$ cat src/hdl/pkr_pkg.sv
// Package for the multi-page shelf rectangle packer.
// Shared widths, reset values, result codes, register indexes and the
// command/status structs between the controller and the datapath.
`default_nettype none

package pkr_pkg;

  localparam int FW            = 13;               // pixel field width
  localparam int SW            = FW + 2;           // width of a grown sum
  localparam int STAT_W        = 2;
  localparam int PIDX_W        = 3;                // output page index width
  localparam int MAX_PAGES_DEF = 8;
  localparam logic [FW-1:0] ATLAS_RESET = FW'(1024);
  localparam logic [FW-1:0] FIELD_MAX   = {FW{1'b1}};

  // result codes
  localparam logic [STAT_W-1:0] ST_PLACED   = 2'd0;
  localparam logic [STAT_W-1:0] ST_OVERSIZE = 2'd1;
  localparam logic [STAT_W-1:0] ST_FULL     = 2'd2;

  // config register indexes
  localparam logic CFG_ATLAS_W = 1'b0;
  localparam logic CFG_ATLAS_H = 1'b1;

  // per-page shelf record
  typedef struct packed {
    logic [FW-1:0] cx;
    logic [FW-1:0] cy;
    logic [FW-1:0] rh;
  } pkr_rec_t;

  // controller -> datapath
  typedef struct packed {
    logic load;        // latch rectangle size
    logic open_first;  // open page 0, start scan there
    logic scan_start;  // start scan at page 0
    logic rd;          // read record of current page
    logic wrap;        // apply row wrap to record just read
    logic fit;         // write back record, place if it fits, else step page
    logic open_new;    // open a fresh page and place at (1,1)
    logic fail_big;    // result: larger than atlas
    logic fail_full;   // result: page limit reached
    logic emit;        // move pending result into output register
  } pkr_cmd_t;

  // datapath -> controller
  typedef struct packed {
    logic oversize;
    logic no_pages;
    logic fits;
    logic more;
    logic at_limit;
  } pkr_sts_t;

  function automatic logic [FW-1:0] sat_fw(input logic [SW-1:0] v);
    sat_fw = (v > SW'(FIELD_MAX)) ? FIELD_MAX : v[FW-1:0];
  endfunction

endpackage

`default_nettype wire

$ cat src/hdl/pkr_ctrl.sv
// Sequencer of the shelf packer: page scan state machine and output valid.
// Depends on pkr_pkg for the command and status structs.
`default_nettype none

module pkr_ctrl
  import pkr_pkg::*;
(
  input  wire logic     clk,
  input  wire logic     rst_n,
  input  wire logic     in_valid,
  output logic          in_stall,
  output logic          out_valid,
  input  wire logic     out_stall,
  input  wire pkr_sts_t sts,
  output pkr_cmd_t      cmd
);

  typedef enum logic [2:0] {
    S_IDLE, S_CHECK, S_READ, S_WRAP, S_FIT, S_NEW, S_DONE
  } state_t;

  state_t state_r, state_nxt;
  logic   out_valid_r, out_valid_nxt;

  assign in_stall  = (state_r != S_IDLE);
  assign out_valid = out_valid_r;

  always_comb begin
    state_nxt = state_r;
    cmd       = '0;
    unique case (state_r)
      S_IDLE: begin
        if (in_valid) begin
          cmd.load  = 1'b1;
          state_nxt = S_CHECK;
        end
      end
      S_CHECK: begin
        priority if (sts.oversize) begin
          cmd.fail_big = 1'b1;
          state_nxt    = S_DONE;
        end else if (sts.no_pages) begin
          cmd.open_first = 1'b1;
          state_nxt      = S_READ;
        end else begin
          cmd.scan_start = 1'b1;
          state_nxt      = S_READ;
        end
      end
      S_READ: begin
        cmd.rd    = 1'b1;
        state_nxt = S_WRAP;
      end
      S_WRAP: begin
        cmd.wrap  = 1'b1;
        state_nxt = S_FIT;
      end
      S_FIT: begin
        cmd.fit = 1'b1;
        priority if (sts.fits) state_nxt = S_DONE;
        else if (sts.more)     state_nxt = S_READ;
        else                   state_nxt = S_NEW;
      end
      S_NEW: begin
        if (sts.at_limit) cmd.fail_full = 1'b1;
        else              cmd.open_new  = 1'b1;
        state_nxt = S_DONE;
      end
      S_DONE: begin
        if (!out_valid_r || !out_stall) begin
          cmd.emit  = 1'b1;
          state_nxt = S_IDLE;
        end
      end
      default: state_nxt = S_IDLE;
    endcase
  end

  assign out_valid_nxt = cmd.emit | (out_valid_r & out_stall);

  always_ff @(posedge clk) begin
    if (!rst_n) begin
      state_r     <= S_IDLE;
      out_valid_r <= 1'b0;
    end else begin
      state_r     <= state_nxt;
      out_valid_r <= out_valid_nxt;
    end
  end

endmodule

`default_nettype wire

$ cat src/hdl/pkr_dp.sv
// Datapath of the shelf packer: config registers, page record memory,
// fit arithmetic, pending result and output register. Depends on pkr_pkg.
`default_nettype none

module pkr_dp
  import pkr_pkg::*;
#(
  parameter int MAX_PAGES = MAX_PAGES_DEF
) (
  input  wire logic              clk,
  input  wire logic              rst_n,
  input  wire logic              cfg_wr_en,
  input  wire logic              cfg_index,
  input  wire logic [FW-1:0]     cfg_data,
  input  wire logic [FW-1:0]     in_rect_width,
  input  wire logic [FW-1:0]     in_rect_height,
  output logic [STAT_W-1:0]      out_status,
  output logic [FW-1:0]          out_place_x,
  output logic [FW-1:0]          out_place_y,
  output logic [PIDX_W-1:0]      out_page_index,
  input  wire pkr_cmd_t          cmd,
  output pkr_sts_t               sts
);

  localparam int PW = (MAX_PAGES > 1) ? $clog2(MAX_PAGES) : 1;
  localparam int CW = $clog2(MAX_PAGES + 1);

  logic [FW-1:0] aw_r, ah_r;
  logic [FW-1:0] w_r, h_r;
  logic [PW-1:0] p_r;
  logic [CW-1:0] open_r;
  pkr_rec_t      mem_r [MAX_PAGES];
  pkr_rec_t      rd_r, wrk_r, wrk_nxt, placed;
  logic          mem_we;
  pkr_rec_t      mem_wdata;

  logic [STAT_W-1:0] res_stat_r, o_stat_r;
  logic [FW-1:0]     res_x_r, res_y_r, o_x_r, o_y_r;
  logic [PIDX_W-1:0] res_p_r, o_p_r;

  logic [SW-1:0] xsum, ysum, fsum, psum;

  // config registers
  always_ff @(posedge clk) begin
    if (!rst_n) begin
      aw_r <= ATLAS_RESET;
      ah_r <= ATLAS_RESET;
    end else if (cfg_wr_en) begin
      unique case (cfg_index)
        CFG_ATLAS_W: aw_r <= cfg_data;
        CFG_ATLAS_H: ah_r <= cfg_data;
        default: ;
      endcase
    end
  end

  // row wrap on the record just read
  assign xsum = SW'(rd_r.cx) + SW'(w_r) + SW'(1);
  assign ysum = SW'(rd_r.cy) + SW'(rd_r.rh) + SW'(1);
  always_comb begin
    wrk_nxt = rd_r;
    if (xsum >= SW'(aw_r)) begin
      wrk_nxt.cx = FW'(1);
      wrk_nxt.cy = sat_fw(ysum);
      wrk_nxt.rh = '0;
    end
  end

  // height test and placement on the wrapped record
  assign fsum = SW'(wrk_r.cy) + SW'(h_r) + SW'(1);
  assign psum = SW'(wrk_r.cx) + SW'(w_r) + SW'(1);
  always_comb begin
    placed.cx = sat_fw(psum);
    placed.cy = wrk_r.cy;
    placed.rh = (h_r > wrk_r.rh) ? h_r : wrk_r.rh;
  end

  assign sts.oversize = (w_r > aw_r) || (h_r > ah_r);
  assign sts.no_pages = (open_r == '0);
  assign sts.fits     = (fsum < SW'(ah_r));
  assign sts.more     = ((CW'(p_r) + CW'(1)) < open_r);
  assign sts.at_limit = (open_r == CW'(MAX_PAGES));

  // record write select
  always_comb begin
    mem_we    = 1'b0;
    mem_wdata = wrk_r;
    if (cmd.open_first) begin
      mem_we    = 1'b1;
      mem_wdata = '{cx: FW'(1), cy: FW'(1), rh: '0};
    end else if (cmd.fit) begin
      mem_we    = 1'b1;
      mem_wdata = sts.fits ? placed : wrk_r;
    end else if (cmd.open_new) begin
      mem_we    = 1'b1;
      mem_wdata = '{cx: sat_fw(SW'(w_r) + SW'(2)), cy: FW'(1), rh: h_r};
    end
  end

  always_ff @(posedge clk) begin
    if (mem_we) mem_r[p_r] <= mem_wdata;
    if (cmd.rd) rd_r <= mem_r[p_r];
    if (cmd.wrap) wrk_r <= wrk_nxt;
    if (cmd.load) begin
      w_r <= in_rect_width;
      h_r <= in_rect_height;
    end
  end

  // page counters
  always_ff @(posedge clk) begin
    if (!rst_n) begin
      open_r <= '0;
      p_r    <= '0;
    end else begin
      if (cmd.open_first) begin
        open_r <= CW'(1);
        p_r    <= '0;
      end
      if (cmd.scan_start) p_r <= '0;
      if (cmd.fit && !sts.fits) p_r <= p_r + PW'(1);
      if (cmd.open_new) open_r <= open_r + CW'(1);
    end
  end

  // pending result, then output register
  always_ff @(posedge clk) begin
    if (cmd.fail_big || cmd.fail_full) begin
      res_stat_r <= cmd.fail_big ? ST_OVERSIZE : ST_FULL;
      res_x_r    <= '0;
      res_y_r    <= '0;
      res_p_r    <= '0;
    end else if (cmd.fit && sts.fits) begin
      res_stat_r <= ST_PLACED;
      res_x_r    <= wrk_r.cx;
      res_y_r    <= wrk_r.cy;
      res_p_r    <= PIDX_W'(p_r);
    end else if (cmd.open_new) begin
      res_stat_r <= ST_PLACED;
      res_x_r    <= FW'(1);
      res_y_r    <= FW'(1);
      res_p_r    <= PIDX_W'(p_r);
    end
    if (cmd.emit) begin
      o_stat_r <= res_stat_r;
      o_x_r    <= res_x_r;
      o_y_r    <= res_y_r;
      o_p_r    <= res_p_r;
    end
  end

  assign out_status     = o_stat_r;
  assign out_place_x    = o_x_r;
  assign out_place_y    = o_y_r;
  assign out_page_index = o_p_r;

endmodule

`default_nettype wire

$ cat src/hdl/multi_page_shelf_rect_packer_top.sv
// Top level of the multi-page shelf rectangle packer.
// Joins pkr_ctrl and pkr_dp; depends on pkr_pkg.
//
// Usage:
//  - Input channel (in_valid / in_stall): one beat is a rectangle size.
//    in_stall is high while an item is in work; one item at a time.
//  - Result channel (out_valid / out_stall): one beat per input beat with
//    status, position and page index. The result sits in an output register,
//    so a new item is taken while the previous result still waits.
//  - Config port: cfg_wr_en writes cfg_data to register cfg_index
//    (0 atlas width, 1 atlas height). Write only while idle.
//  - Sequence from accept to out_valid: a check state, then the done state
//    for an oversize rectangle; otherwise open pages are scanned from page 0
//    until one fits, and if none does a fresh page opens or the page limit is
//    hit before the done state.
//    Each page visited costs one read of the record memory, one wrap step
//    and one fit/write-back step; that per-page loop sets the rate.
//  - Next item: the next beat is taken in the cycle after the result moves
//    to the output register, so one item is in work at a time.
//  - A stalled result holds; the finished next item waits in its done state
//    until the output register frees.
//  - Reset: synchronous active-low; atlas size goes to 1024x1024, no pages
//    open. Page records are written when a page opens, so no clear sweep.
`default_nettype none

module multi_page_shelf_rect_packer_top
  import pkr_pkg::*;
#(
  parameter int MAX_PAGES = MAX_PAGES_DEF
) (
  input  wire logic              clk,
  input  wire logic              rst_n,
  input  wire logic              in_valid,
  output logic                   in_stall,
  input  wire logic [FW-1:0]     in_rect_width,
  input  wire logic [FW-1:0]     in_rect_height,
  output logic                   out_valid,
  input  wire logic              out_stall,
  output logic [STAT_W-1:0]      out_status,
  output logic [FW-1:0]          out_place_x,
  output logic [FW-1:0]          out_place_y,
  output logic [PIDX_W-1:0]      out_page_index,
  input  wire logic              cfg_wr_en,
  input  wire logic              cfg_index,
  input  wire logic [FW-1:0]     cfg_data
);

  pkr_cmd_t cmd;
  pkr_sts_t sts;

  // sequencer
  pkr_ctrl u_ctrl (
    .clk       (clk),
    .rst_n     (rst_n),
    .in_valid  (in_valid),
    .in_stall  (in_stall),
    .out_valid (out_valid),
    .out_stall (out_stall),
    .sts       (sts),
    .cmd       (cmd)
  );

  // records, arithmetic, result registers
  pkr_dp #(
    .MAX_PAGES (MAX_PAGES)
  ) u_dp (
    .clk            (clk),
    .rst_n          (rst_n),
    .cfg_wr_en      (cfg_wr_en),
    .cfg_index      (cfg_index),
    .cfg_data       (cfg_data),
    .in_rect_width  (in_rect_width),
    .in_rect_height (in_rect_height),
    .out_status     (out_status),
    .out_place_x    (out_place_x),
    .out_place_y    (out_place_y),
    .out_page_index (out_page_index),
    .cmd            (cmd),
    .sts            (sts)
  );

  // failed placements carry zero position and page
  a_fail_zero: assert property (@(posedge clk) disable iff (!rst_n)
    out_valid && (out_status != ST_PLACED) |->
      (out_place_x == '0) && (out_place_y == '0) && (out_page_index == '0))
    else $error("failure result with nonzero position");

  // an accepted beat blocks the input on the next cycle
  a_busy_after_accept: assert property (@(posedge clk) disable iff (!rst_n)
    in_valid && !in_stall |=> in_stall)
    else $error("input not stalled after accept");

  // only defined result codes leave the block
  a_status_code: assert property (@(posedge clk) disable iff (!rst_n)
    out_valid |-> (out_status == ST_PLACED) || (out_status == ST_OVERSIZE) ||
                  (out_status == ST_FULL))
    else $error("undefined status code");

  // the controller never issues two record commands at once
  a_one_cmd: assert property (@(posedge clk) disable iff (!rst_n)
    $onehot0({cmd.open_first, cmd.fit, cmd.open_new, cmd.fail_big, cmd.fail_full}))
    else $error("conflicting datapath commands");

endmodule

`default_nettype wire

$ cat config.mk
export PLATFORM = sky130hd
export DESIGN_NAME = multi_page_shelf_rect_packer_top
export DESIGN_NICKNAME = d
export VERILOG_FILES = /design/src/hdl/pkr_pkg.sv /design/src/hdl/pkr_ctrl.sv /design/src/hdl/pkr_dp.sv /design/src/hdl/multi_page_shelf_rect_packer_top.sv
export SDC_FILE = /design/constraint.sdc
export NUM_CORES = 1
export LEC_CHECK = 0
export ABC_AREA = 1
export BUFFER_PORTS_ARGS = -buffer_cell sky130_fd_sc_hd__buf_4
export CELL_PAD_IN_SITES_DETAIL_PLACEMENT = 1
export CELL_PAD_IN_SITES_GLOBAL_PLACEMENT = 1
export CORE_MARGIN = 1.5
export CORE_UTILIZATION = 30
export CTS_CLUSTER_DIAMETER = 100
export DETAILED_ROUTE_END_ITERATION = 7
export GPL_TIMING_DRIVEN = 0
export PLACE_DENSITY = 0.54
export SYNTH_ARGS = -nofsm -noshare
export SYNTH_HDL_FRONTEND = slang
export SYNTH_SLANG_ARGS = --single-unit
$ cat constraint.sdc
create_clock -name clk -period 5.9 [get_ports clk]
set_input_delay 0.885 -clock clk [delete_from_list [all_inputs] [get_ports clk]]
set_output_delay 0.885 -clock clk [all_outputs]
set_load 0.02 [all_outputs]
==> flow_summary_export.csv, run 1 <==
group,metric,value,unit
die,die_width,294,um
grt,grt_use_total,0.194,
detailed_routing,detailedRoute.firstIterationViolations,1171,
hold_path,holdPathStages,1,
finish,layout.area.seq,0.0148,mm^2
setup_path,timing.critical_path.slowest_cell_delay,760,ps
synthesis,syn_nets,2719,
status,outcome,"complete, no violations",
synthesis,post_synth.cell_area_avg,10.0,um^2
timing,finalWorstPathRequiredPeriod,5380,ps
die,die_h,294,um
timing,finalSetupTns,0,ps
grt,grt-ovfl-total,0,
timing,finalHoldViolations,0,
setup_path,critical_path_maximum_fanout,10,
flow_run,maxCapViolCount,0,
setup_path,timing.critical_path.buf_inv,3,
grt,grt_use_met3,0.0210,
grt,gr-usage-met2,0.335,
synthesis,yosysSeqAreaShare,0.582,
setup_path,timing.critical_path.cells,"ha_1, fa_1, ha_1, inv_1, nor2_1, nand3_2, nor2_2, nand4_2, nor2_1, xor2_1, inv_1, ha_1, a21oi_1, o221ai_1, a21boi_0, nand3_2, buf_6, nand2_1, o21ai_0, a21oi_1",
die,pin_count,78,
grt,antenna_found_initial,0,
detailed_routing,drc_errors,0,
clock_tree,cts_inserted_buffers,58,
place,place_area,0.0281,mm^2
synthesis,synthTopCellsByArea,"edfxtp_1 53%, nand2_1 8.5%, ha_1 6.4%",
setup_path,critical_path_arrival,5690,ps
place,dp_hpwl,65.8,mm
clock_tree,cts_hold_repair.buffers,0,
timing,finClkSkew,45.6,ps
finish,area_growth_syn_to_layout,17.8,%
setup_path,worst_setup_path_start_kind,"register",
clock_tree,clockRootBuffer,"clkbuf_16",
timing,slew_headroom,0.236,
detailed_routing,vias,19307,
finish,insertedDiodeCount,0,
hold_path,hold_path_end,"u_dp.w_r[5]",
synthesis,synth.cell_area,0.0254,mm^2
timing,setup_viol,0,
place,place_ws,192,ps
clock_tree,clock_tree.buffer_depth,3,
die,floorplan_core_area,0.0838,mm^2
synthesis,synth_async_sr_flop_share,0,
synthesis,synth-edff-count,449,
timing,min_period_over_period,0.912,
detailed_routing,drt-vias-per-instance,4.93,
synthesis,synth.top_cell.area_share,0.530,
finish,multi_input_comb_area,0.00918,mm^2
setup_path,critical-path-slowest-cell,"a21oi_1",
finish,final_design_area_no_fill,0.0300,mm^2
clock_tree,clock_input_transition_at_the_sequential_cells_of_the_worst_setup_and_hold_paths,60,ps
detailed_routing,postRouteWirelength,84.0,mm
synthesis,synth.ff_latch_count,515,
synthesis,synth_top_area_cell,"edfxtp_1",
finish,final_cell_count_no_fill,3916,
setup_path,family_with_the_most_delay_on_the_worst_path,"compound AO/OA/AOI/OAI gates",
die,dieArea,0.0866,mm^2
grt,first_global_vias,20237,
detailed_routing,ant_nets,0,
synthesis,synthesis.yosys.warnings,0,
synthesis,yosys_most_used_dff,"edfxtp_1",
clock_tree,clock_tree.htree_level_count,2,
synthesis,syn_inst,2540,
place,gp_congestion,0.864,
setup_path,rr_worst_depth,20,
timing,drv_slew,0,
grt,grt_first_pass_wirelength,125,mm
timing,finalWorstSetupSlack,521,ps
hold_path,worst_hold_startpoint,"in_rect_width[5]",
timing,fmax,186,MHz
setup_path,r2r_start,"u_dp.placed[13]",
synthesis,yosys.cell_types.count,50,
finish,layout.nets,2912,
die,std_cell_rows,106,
clock_tree,cts.sinks,515,
clock_tree,tritoncts,"yes",
hold_path,worst_hold_path_type,"in2reg",
detailed_routing,drt_pass_1_iters,5,
grt,gr-usage-met1,0.257,
setup_path,worst_ep_required_time,6210,ps
place,dp.cells,3805,
grt,busiest_layer,"met2",
pwr,power.ir.vdd_worst,0.000231,V
die,floorplan.initialDensity,0.304,
detailed_routing,routedWlPerCell,21.4,um
clock_tree,worstSkewPairLatency,660,ps
grt,pin_count_of_the_biggest_net_entering_global_routing,22,
place,numPortBuffers,77,
timing,timing_worst_slew_pin_value,1140,ps
finish,final.fill_count,9412,
finish,drive_gt1_frac,0.106,
setup_path,critical_path_most_common_cell,"ha_1",
setup_path,timing_worst_setup_path_type,"reg2reg",
timing,setup_repair_after_global_routing_missed_its_margin,"false",
setup_path,critPathCaptureType,"register",
pwr,p_leak,12.0,nW
setup_path,r2r_end,"u_dp.mem_r[3][4]",
pwr,power-per-cell-area,481,mW/mm^2
setup_path,slack_of_the_worst_reg_to_reg_path,520,ps
[area by class of cell]
class / count / area share
plain buffers: 73 / 0.0117
clock buffers: 72 / 0.0526
clock inverters: 37 / 0.0104
inverters: 323 / 0.0404
multi-input cells: 1629 / 0.306
flip-flops and latches: 515 / 0.494
well taps: 1134 / 0.0473
repair buffers: 133 / 0.0374
[worst reg2reg max path: stages (launching register included)]
cell and delay [ps]:
edfxtp_1 520, ha_1 320, fa_1 530, ha_1 190, inv_1 50, nor2_1 170, nand3_2 120, nor2_2 190
nand4_2 150, nor2_1 140, xor2_1 160, inv_1 60, ha_1 310, a21oi_1 160, o221ai_1 140, a21boi_0 510
nand3_2 210, buf_6 200, nand2_1 60, o21ai_0 80, a21oi_1 760
[metal layers]
| metal | up-vias | wire (um) | share of wire |
|---|---|---|---|
| li1 | 9212 | - | - |
| met4 | 0 | 2050 | 0.024 |
| met2 | 381 | 40500 | 0.48 |
| met5 | - | 0 | 0 |
| met1 | 9608 | 37800 | 0.45 |
| met3 | 106 | 3610 | 0.043 |
[cell usage after synthesis (20+ instances only)]
cell type and instances:
nand2_1 577, edfxtp_1 449, inv_1 320, nor2_1 175
nand3_1 169, ha_1 130, o21ai_0 119, a21oi_1 117
dfxtp_1 66, nand4_1 58, a22oi_1 54, clkbuf_1 53
a221oi_1 41, xor2_1 28, nor3_1 20
[kinds of logic (layout without fill, tap and decap cells)]
group / after synthesis / after routing / synth area share
buf+inv: 396 / 638 / 0.0614
simple gates: 1061 / 1061 / 0.180
flops: 515 / 515 / 0.582
fa+ha+maj: 134 / 134 / 0.0671
xor+xnor: 45 / 45 / 0.0158
compound gates: 389 / 389 / 0.0940
[stage by stage]
step,hold WS [ps],util,power [mW]
after global routing,408,0.358,15.4
after global placement,414,0.327,10.6
after floorplan,400,-,8.90
after CTS,390,0.357,14.6
after detailed placement,410,0.335,10.9
final,419,0.358,14.4
[how the worst max path moves through the flow]
stage                          from                end  slack, ps  depth (start not counted)
floorplan              u_dp.h_r[12]   u_dp.mem_r[0][0]       -420                         10
global placement       u_dp.w_r[10]  u_dp.mem_r[2][14]      -5870                         11
detailed placement  u_dp.placed[13]  u_dp.mem_r[0][37]        190                         19
CTS                 u_dp.placed[13]  u_dp.mem_r[0][37]        210                         19
global route        u_dp.placed[13]  u_dp.mem_r[3][10]         20                         21
finish              u_dp.placed[13]   u_dp.mem_r[3][4]        520                         20
[cell usage in the layout (no fill, tap or decap), types with 54 or more instances in the layout]
cell type / Yosys / layout
nand2_1: 577 / 577
edfxtp_1: 449 / 449
inv_1: 320 / 320
nor2_1: 175 / 170
nand3_1: 169 / 169
ha_1: 130 / 130
buf_4: 1 / 121
o21ai_0: 119 / 119
a21oi_1: 117 / 111
dfxtp_1: 66 / 66
clkbuf_1: 53 / 63
clkbuf_16: 0 / 61
nand4_1: 58 / 58
a22oi_1: 54 / 54
[state kept, by name, summed over array words and instances, names as in the netlist, 2 cells and up]
signal and count:
u_ctrl.state_r 3, u_dp.ah_r 13, u_dp.aw_r 13, u_dp.h_r 13, u_dp.mem_r 312, u_dp.open_r 4, u_dp.out_page_index 3, u_dp.out_place_x 13
u_dp.out_place_y 13, u_dp.out_status 2, u_dp.p_r 3, u_dp.placed 13, u_dp.rd_r 39, u_dp.res_p_r 3, u_dp.res_stat_r 2, u_dp.res_x_r 13
u_dp.res_y_r 13, u_dp.w_r 13, u_dp.wrk_r 26
[power by group]
part / switching, mW / total, mW / internal (mW)
registers: 0.402 / 5.29 / 4.89
logic: 3.81 / 5.57 / 1.75
clock network: 1.57 / 3.57 / 2.00
[what timing repair did]
action / in CTS / in global routing
buffers inserted: 0 / 2
setup endpoints to repair: 0 / 64
gates resized for setup: 0 / 7
No activity file was read; power rests on OpenSTA's default activity.
==> run 2, diff against run 1 <==
--- a/config.mk
+++ b/config.mk
@@ -5,16 +5,16 @@
 export SDC_FILE = /design/constraint.sdc
 export NUM_CORES = 1
 export LEC_CHECK = 0
-export ABC_AREA = 1
 export BUFFER_PORTS_ARGS = -buffer_cell sky130_fd_sc_hd__buf_4
+export CAP_MARGIN = 20
 export CELL_PAD_IN_SITES_DETAIL_PLACEMENT = 1
 export CELL_PAD_IN_SITES_GLOBAL_PLACEMENT = 1
 export CORE_MARGIN = 1.5
 export CORE_UTILIZATION = 30
-export CTS_CLUSTER_DIAMETER = 100
+export CTS_CLUSTER_DIAMETER = 80
 export DETAILED_ROUTE_END_ITERATION = 7
 export GPL_TIMING_DRIVEN = 0
-export PLACE_DENSITY = 0.54
+export PLACE_DENSITY = 0.52
 export SYNTH_ARGS = -nofsm -noshare
 export SYNTH_HDL_FRONTEND = slang
 export SYNTH_SLANG_ARGS = --single-unit
==> flow_summary_export.csv, run 2 <==
group,metric,value,unit
pwr,power.ir.vdd_worst,0.000220,V
status,outcome,"complete, no violations",
detailed_routing,postRouteWirelength,80.8,mm
place,dp_hpwl,59.4,mm
synthesis,synth.top_cell.area_share,0.554,
clock_tree,clock_tree.htree_level_count,2,
timing,slew_headroom,0.260,
setup_path,critical_path_arrival,5920,ps
finish,area_growth_syn_to_layout,19.2,%
grt,grt-ovfl-total,0,
synthesis,yosys.cell_types.count,86,
timing,finalWorstPathRequiredPeriod,5560,ps
pwr,p_leak,9.96,nW
setup_path,critical_path_maximum_fanout,10,
clock_tree,clock_tree.buffer_depth,3,
finish,final_design_area_no_fill,0.0290,mm^2
clock_tree,cts_hold_repair.buffers,0,
pwr,total_power,13.7,mW
setup_path,worst_setup_path_start_kind,"register",
detailed_routing,drt_pass_1_iters,5,
synthesis,synthTopCellsByArea,"edfxtp_1 55%, ha_1 6.6%, dfxtp_1 5.4%",
synthesis,synthesis.yosys.warnings,0,
synthesis,synth_top_area_cell,"edfxtp_1",
place,gp_congestion,0.843,
finish,layout_common_cells,"449 x edfxtp_1, 157 x a22oi_1, 143 x nand2_1, 128 x ha_1, 87 x a21oi_1",
detailed_routing,drt-vias-per-instance,5.33,
die,die_width,288,um
finish,reg_top3,"u_dp.mem_r (312), u_dp.rd_r (39), u_dp.wrk_r (26)",
pwr,power-per-cell-area,471,mW/mm^2
clock_tree,clockRootBuffer,"clkbuf_16",
timing,drv_slew,0,
timing,finalHoldViolations,0,
timing,finalWorstSetupSlack,341,ps
finish,layout.core_utilization,0.361,
detailed_routing,routedWlPerCell,25.5,um
clock_tree,tritoncts,"yes",
synthesis,yosysSeqAreaShare,0.609,
synthesis,synth_async_sr_flop_share,0,
synthesis,syn_nets,2070,
synthesis,synth.ff_latch_count,515,
timing,setup_repair_after_global_routing_missed_its_margin,"false",
die,pin_count,78,
timing,min_period_over_period,0.942,
timing,setup_viol,0,
detailed_routing,ant_nets,0,
place,place_area,0.0267,mm^2
clock_tree,cts_inserted_buffers,55,
grt,grt_use_total,0.194,
synthesis,yosys-top-cells-count,"449 x edfxtp_1, 157 x a22oi_1, 143 x nand2_1",
grt,antenna_found_initial,3,
timing,timing_worst_slew_pin_value,1110,ps
synthesis,yosys_most_used_dff,"edfxtp_1",
finish,layout.nets,2240,
finish,mostFrequentLayoutCell,"edfxtp_1",
die,floorplan.initialDensity,0.303,
synthesis,post_synth.cell_area_avg,12.9,um^2
finish,top_register,"u_dp.mem_r",
clock_tree,clock_input_transition_at_the_sequential_cells_of_the_worst_setup_and_hold_paths,70,ps
place,place_ws,-489,ps
place,numPortBuffers,77,
timing,fin_worst_hold_slack,427,ps
die,die_h,288,um
die,floorplan_core_area,0.0804,mm^2
setup_path,worst_ep_required_time,6260,ps
detailed_routing,drc_errors,0,
finish,final.fill_count,8475,
die,std_cell_rows,104,
synthesis,syn_inst,1893,
setup_path,critPathCaptureType,"register",
clock_tree,cts.sinks,515,
setup_path,timing_worst_setup_path_type,"reg2reg",
synthesis,post-synth-top-count-cell,"edfxtp_1",
hold_path,worst_hold_path_type,"reg2reg",
timing,finClkSkew,19.0,ps
grt,grt_first_pass_wirelength,117,mm
grt,first_global_vias,17370,
grt,pin_count_of_the_biggest_net_entering_global_routing,27,
detailed_routing,vias,16882,
die,dieArea,0.0828,mm^2
finish,drive_gt1_frac,0.141,
timing,fmax,180,MHz
flow_run,maxCapViolCount,0,
synthesis,synth.cell_area,0.0243,mm^2
detailed_routing,detailedRoute.firstIterationViolations,1201,
clock_tree,worstSkewPairLatency,630,ps
synthesis,synth-edff-count,449,
finish,largest_register_ffs,312,
## run 2: per-stage QoR
step / instances / setup TNS, ps
after global routing: 3169 / 0
after global placement: 3030 / -712180
after CTS: 3160 / -10430
after floorplan: 1893 / 0
final: 3170 / 0
after detailed placement: 3055 / -35850
## run 2: critical path: stages (launching register included)
cell and delay [ps]:
edfxtp_1 510, ha_1 280, fa_1 410, a21o_1 260
a221oi_4 360, xnor2_1 240, nand2_1 210, nor3_2 270
nand2_1 130, a21oi_1 130, o22ai_1 100, xor2_1 160
ha_1 300, nand2_1 100, nor2_1 60, nand2_1 70
o211ai_1 80, o211ai_1 170, nand2_1 190, a211oi_4 250
buf_12 170, buf_6 140, o21a_1 320, a211oi_1 180
buf_4 210
## run 2: final timing paths
check,from,endpoint,slack (ps),cells after the start
worst max-delay path,u_dp.placed[13],u_dp.mem_r[2][31],340,24
worst min-delay path,u_dp.res_stat_r[1],u_dp.out_status[1],430,0
worst max register to register,u_dp.placed[13],u_dp.mem_r[2][31],340,24
worst min register to register,u_dp.res_stat_r[1],u_dp.out_status[1],430,0
## run 2: report_power, final
group | switching (mW) | internal (mW) | leakage (nW) | total, mW
clock | 1.50 | 2.11 | 0.916 | 3.61
combinational | 2.99 | 1.85 | 4.43 | 4.85
sequential | 0.396 | 4.80 | 4.62 | 5.20
## run 2: logic make-up (layout without fill, tap and decap cells)
family	after synthesis	after routing	share of synthesized area
AO/OA/AOI/OAI	485	485	0.147
XOR/XNOR	80	80	0.0288
adder cells (fa/ha/maj)	132	132	0.0691
buffers and inverters	161	377	0.0272
flip-flops	515	515	0.609
multiplexers	35	35	0.0153
other	0	1	0
AND/OR/NAND/NOR	485	485	0.105
## run 2: routing by layer
metal	GRT usage	vias to the layer above	routed length (um)
li1	-	7717	-
met1	0.266	8638	36900
met2	0.322	425	38300
met3	0.0267	102	4020
met4	0.0471	0	1660
met5	0	-	0
## run 2: timing repair
item	in CTS	in global routing
buffers inserted	2	8
pin swaps	2	1
resized for setup	15	24
endpoints found under the setup margin	128	231
hold endpoints to repair	0	0
## run 2: cell type report
type	instances	area, um^2	share of cell area
flip-flops and latches	515	14800	0.511
multi-input cells	1217	9140	0.315
clock buffers	64	1430	0.0494
well taps	1060	1330	0.0457
repair buffers	113	1160	0.0399
clock inverters	39	455	0.0157
plain buffers	83	379	0.0131
inverters	78	293	0.0101
diodes	1	2.50	0.0000863
==> run 3, diff against run 2 <==
--- a/config.mk
+++ b/config.mk
@@ -5,7 +5,6 @@
 export SDC_FILE = /design/constraint.sdc
 export NUM_CORES = 1
 export LEC_CHECK = 0
-export BUFFER_PORTS_ARGS = -buffer_cell sky130_fd_sc_hd__buf_4
 export CAP_MARGIN = 20
 export CELL_PAD_IN_SITES_DETAIL_PLACEMENT = 1
 export CELL_PAD_IN_SITES_GLOBAL_PLACEMENT = 1
@@ -13,8 +12,9 @@
 export CORE_UTILIZATION = 30
 export CTS_CLUSTER_DIAMETER = 80
 export DETAILED_ROUTE_END_ITERATION = 7
+export DONT_BUFFER_PORTS = 1
 export GPL_TIMING_DRIVEN = 0
-export PLACE_DENSITY = 0.52
+export PLACE_DENSITY = 0.51
 export SYNTH_ARGS = -nofsm -noshare
 export SYNTH_HDL_FRONTEND = slang
 export SYNTH_SLANG_ARGS = --single-unit
==> flow_summary_export.csv, run 3 (same netlist as run 2, synthesis figures left out) <==
group,metric,value,unit
status,outcome,"complete, no violations",
timing,setup_viol,0,
pwr,power-per-cell-area,476,mW/mm^2
timing,finClkSkew,27.3,ps
clock_tree,tritoncts,"yes",
place,place_ws,-564,ps
finish,mostFrequentLayoutCell,"edfxtp_1",
finish,final.fill_count,8464,
timing,finalSetupTns,0,ps
die,die_h,288,um
setup_path,critical_path_arrival,5930,ps
grt,grt_first_pass_wirelength,116,mm
die,floorplan_core_area,0.0804,mm^2
clock_tree,clockRootBuffer,"clkbuf_16",
grt,first_global_vias,16820,
finish,layout_common_cells,"449 x edfxtp_1, 157 x a22oi_1, 143 x nand2_1, 128 x ha_1, 87 x a21oi_1",
grt,pin_count_of_the_biggest_net_entering_global_routing,27,
finish,layout.area.seq,0.0148,mm^2
detailed_routing,met3RoutedLength,4.75,mm
finish,layout.nets,2166,
setup_path,worst_setup_path_start_kind,"register",
grt,grt-ovfl-total,0,
clock_tree,clock_tree.buffer_depth,3,
die,dieArea,0.0828,mm^2
timing,fmax,179,MHz
clock_tree,cts_inserted_buffers,57,
clock_tree,cts_hold_repair.buffers,0,
setup_path,timing_worst_setup_path_type,"reg2reg",
setup_path,r2r_start,"u_dp.placed[13]",
detailed_routing,routedWlPerCell,26.0,um
finish,final_design_area_no_fill,0.0284,mm^2
detailed_routing,drc_errors,0,
setup_path,critical_path_maximum_fanout,10,
timing,slew_headroom,0.244,
detailed_routing,route.met2.wl,37.3,mm
detailed_routing,vias,16561,
clock_tree,clock_tree.htree_level_count,2,
place,gp_congestion,0.870,
setup_path,cp-startpoint,"u_dp.placed[13]",
pwr,total_power,13.5,mW
detailed_routing,wirelength_met1,36.2,mm
finish,multi_input_comb_area,0.00915,mm^2
finish,layout.core_utilization,0.354,
detailed_routing,detailedRoute.firstIterationViolations,1307,
finish,area_growth_syn_to_layout,16.9,%
finish,drive_gt1_frac,0.107,
pwr,p_leak,9.59,nW
timing,finalHoldViolations,0,
flow_run,maxCapViolCount,0,
setup_path,critPathCaptureType,"register",
finish,largest_register_ffs,312,
detailed_routing,drt-vias-per-instance,5.35,
die,floorplan.initialDensity,0.303,
hold_path,worst_hold_startpoint,"rst_n",
die,die_width,288,um
timing,min_period_over_period,0.946,
timing,drv_slew,0,
place,dp_hpwl,58.7,mm
hold_path,worst_hold_path_type,"in2reg",
clock_tree,worstSkewPairLatency,620,ps
pwr,power.ir.vdd_worst,0.000199,V
setup_path,worst_ep_required_time,6250,ps
finish,top_register,"u_dp.mem_r",
finish,reg_top3,"u_dp.mem_r (312), u_dp.rd_r (39), u_dp.wrk_r (26)",
timing,timing_worst_slew_pin_value,1130,ps
grt,grt_use_total,0.192,
detailed_routing,postRouteWirelength,80.6,mm
clock_tree,clock_input_transition_at_the_sequential_cells_of_the_worst_setup_and_hold_paths,60,ps
detailed_routing,route.top_layer_used,"met4",
place,place_area,0.0262,mm^2
die,std_cell_rows,104,
clock_tree,cts.sinks,515,
detailed_routing,drt_pass_1_iters,5,
timing,finalWorstSetupSlack,317,ps
detailed_routing,ant_nets,0,
timing,finalWorstPathRequiredPeriod,5580,ps
grt,antenna_found_initial,6,
die,pin_count,78,
place,numPortBuffers,0,
-- run 3: path summary, 6_finish.rpt --
kind | end | slack [ps] | depth (start not counted)
hold / removal | u_dp.ah_r[10] | 370 | 1
hold reg to reg | u_dp.out_place_x[3] | 440 | 0
setup / recovery | u_dp.mem_r[5][37] | 320 | 23
setup reg to reg | u_dp.mem_r[5][37] | 320 | 23
-- run 3: per-layer routing --
layer / vias to the layer above / track usage
met5: - / 0
met4: 0 / 0.0589
met3: 119 / 0.0360
met2: 439 / 0.311
met1: 8437 / 0.259
li1: 7566 / -
-- run 3: layout make-up --
type | instances | area share
sequential | 515 | 0.520
multi-input combinational | 1217 | 0.322
clock buffer | 78 | 0.0566
tap | 1060 | 0.0466
timing repair buffer | 37 | 0.0219
buffer | 83 | 0.0135
inverter | 78 | 0.0103
clock inverter | 27 | 0.00906
antenna | 2 | 0.000176
-- run 3: what timing repair did --
action,in CTS,in global routing
setup buffers,3,8
setup endpoints to repair,140,175
resized for setup,26,17
pin swaps,1,2
-- run 3: worst max-delay path, stage by stage, from the launching register on --
cell	delay [ps]
edfxtp_1	530
ha_1	290
fa_1	410
a21o_1	280
a221oi_4	370
xnor2_1	240
nand2_1	210
nor3_2	290
nand2_1	140
a21oi_1	140
o22ai_1	100
xor2_1	200
ha_1	280
nand2_1	90
nor2_1	60
nand2_1	70
o211ai_1	80
o211ai_1	170
nand2_1	180
a211oi_4	230
buf_12	160
buf_6	150
nor3b_1	200
a311o_1	460
-- run 3: power by group --
group	switching [mW]	internal, mW
clock	1.47	2.05
combinational	2.98	1.82
sequential	0.430	4.80
-- run 3: metrics by stage --
step | hold slack [ps] | instances
3_3_place_gp | 417 | 2953
2_1_floorplan | 400 | 1893
5_1_grt | 339 | 3095
3_5_place_dp | 421 | 2978
4_1_cts | 333 | 3086
6_report | 366 | 3097
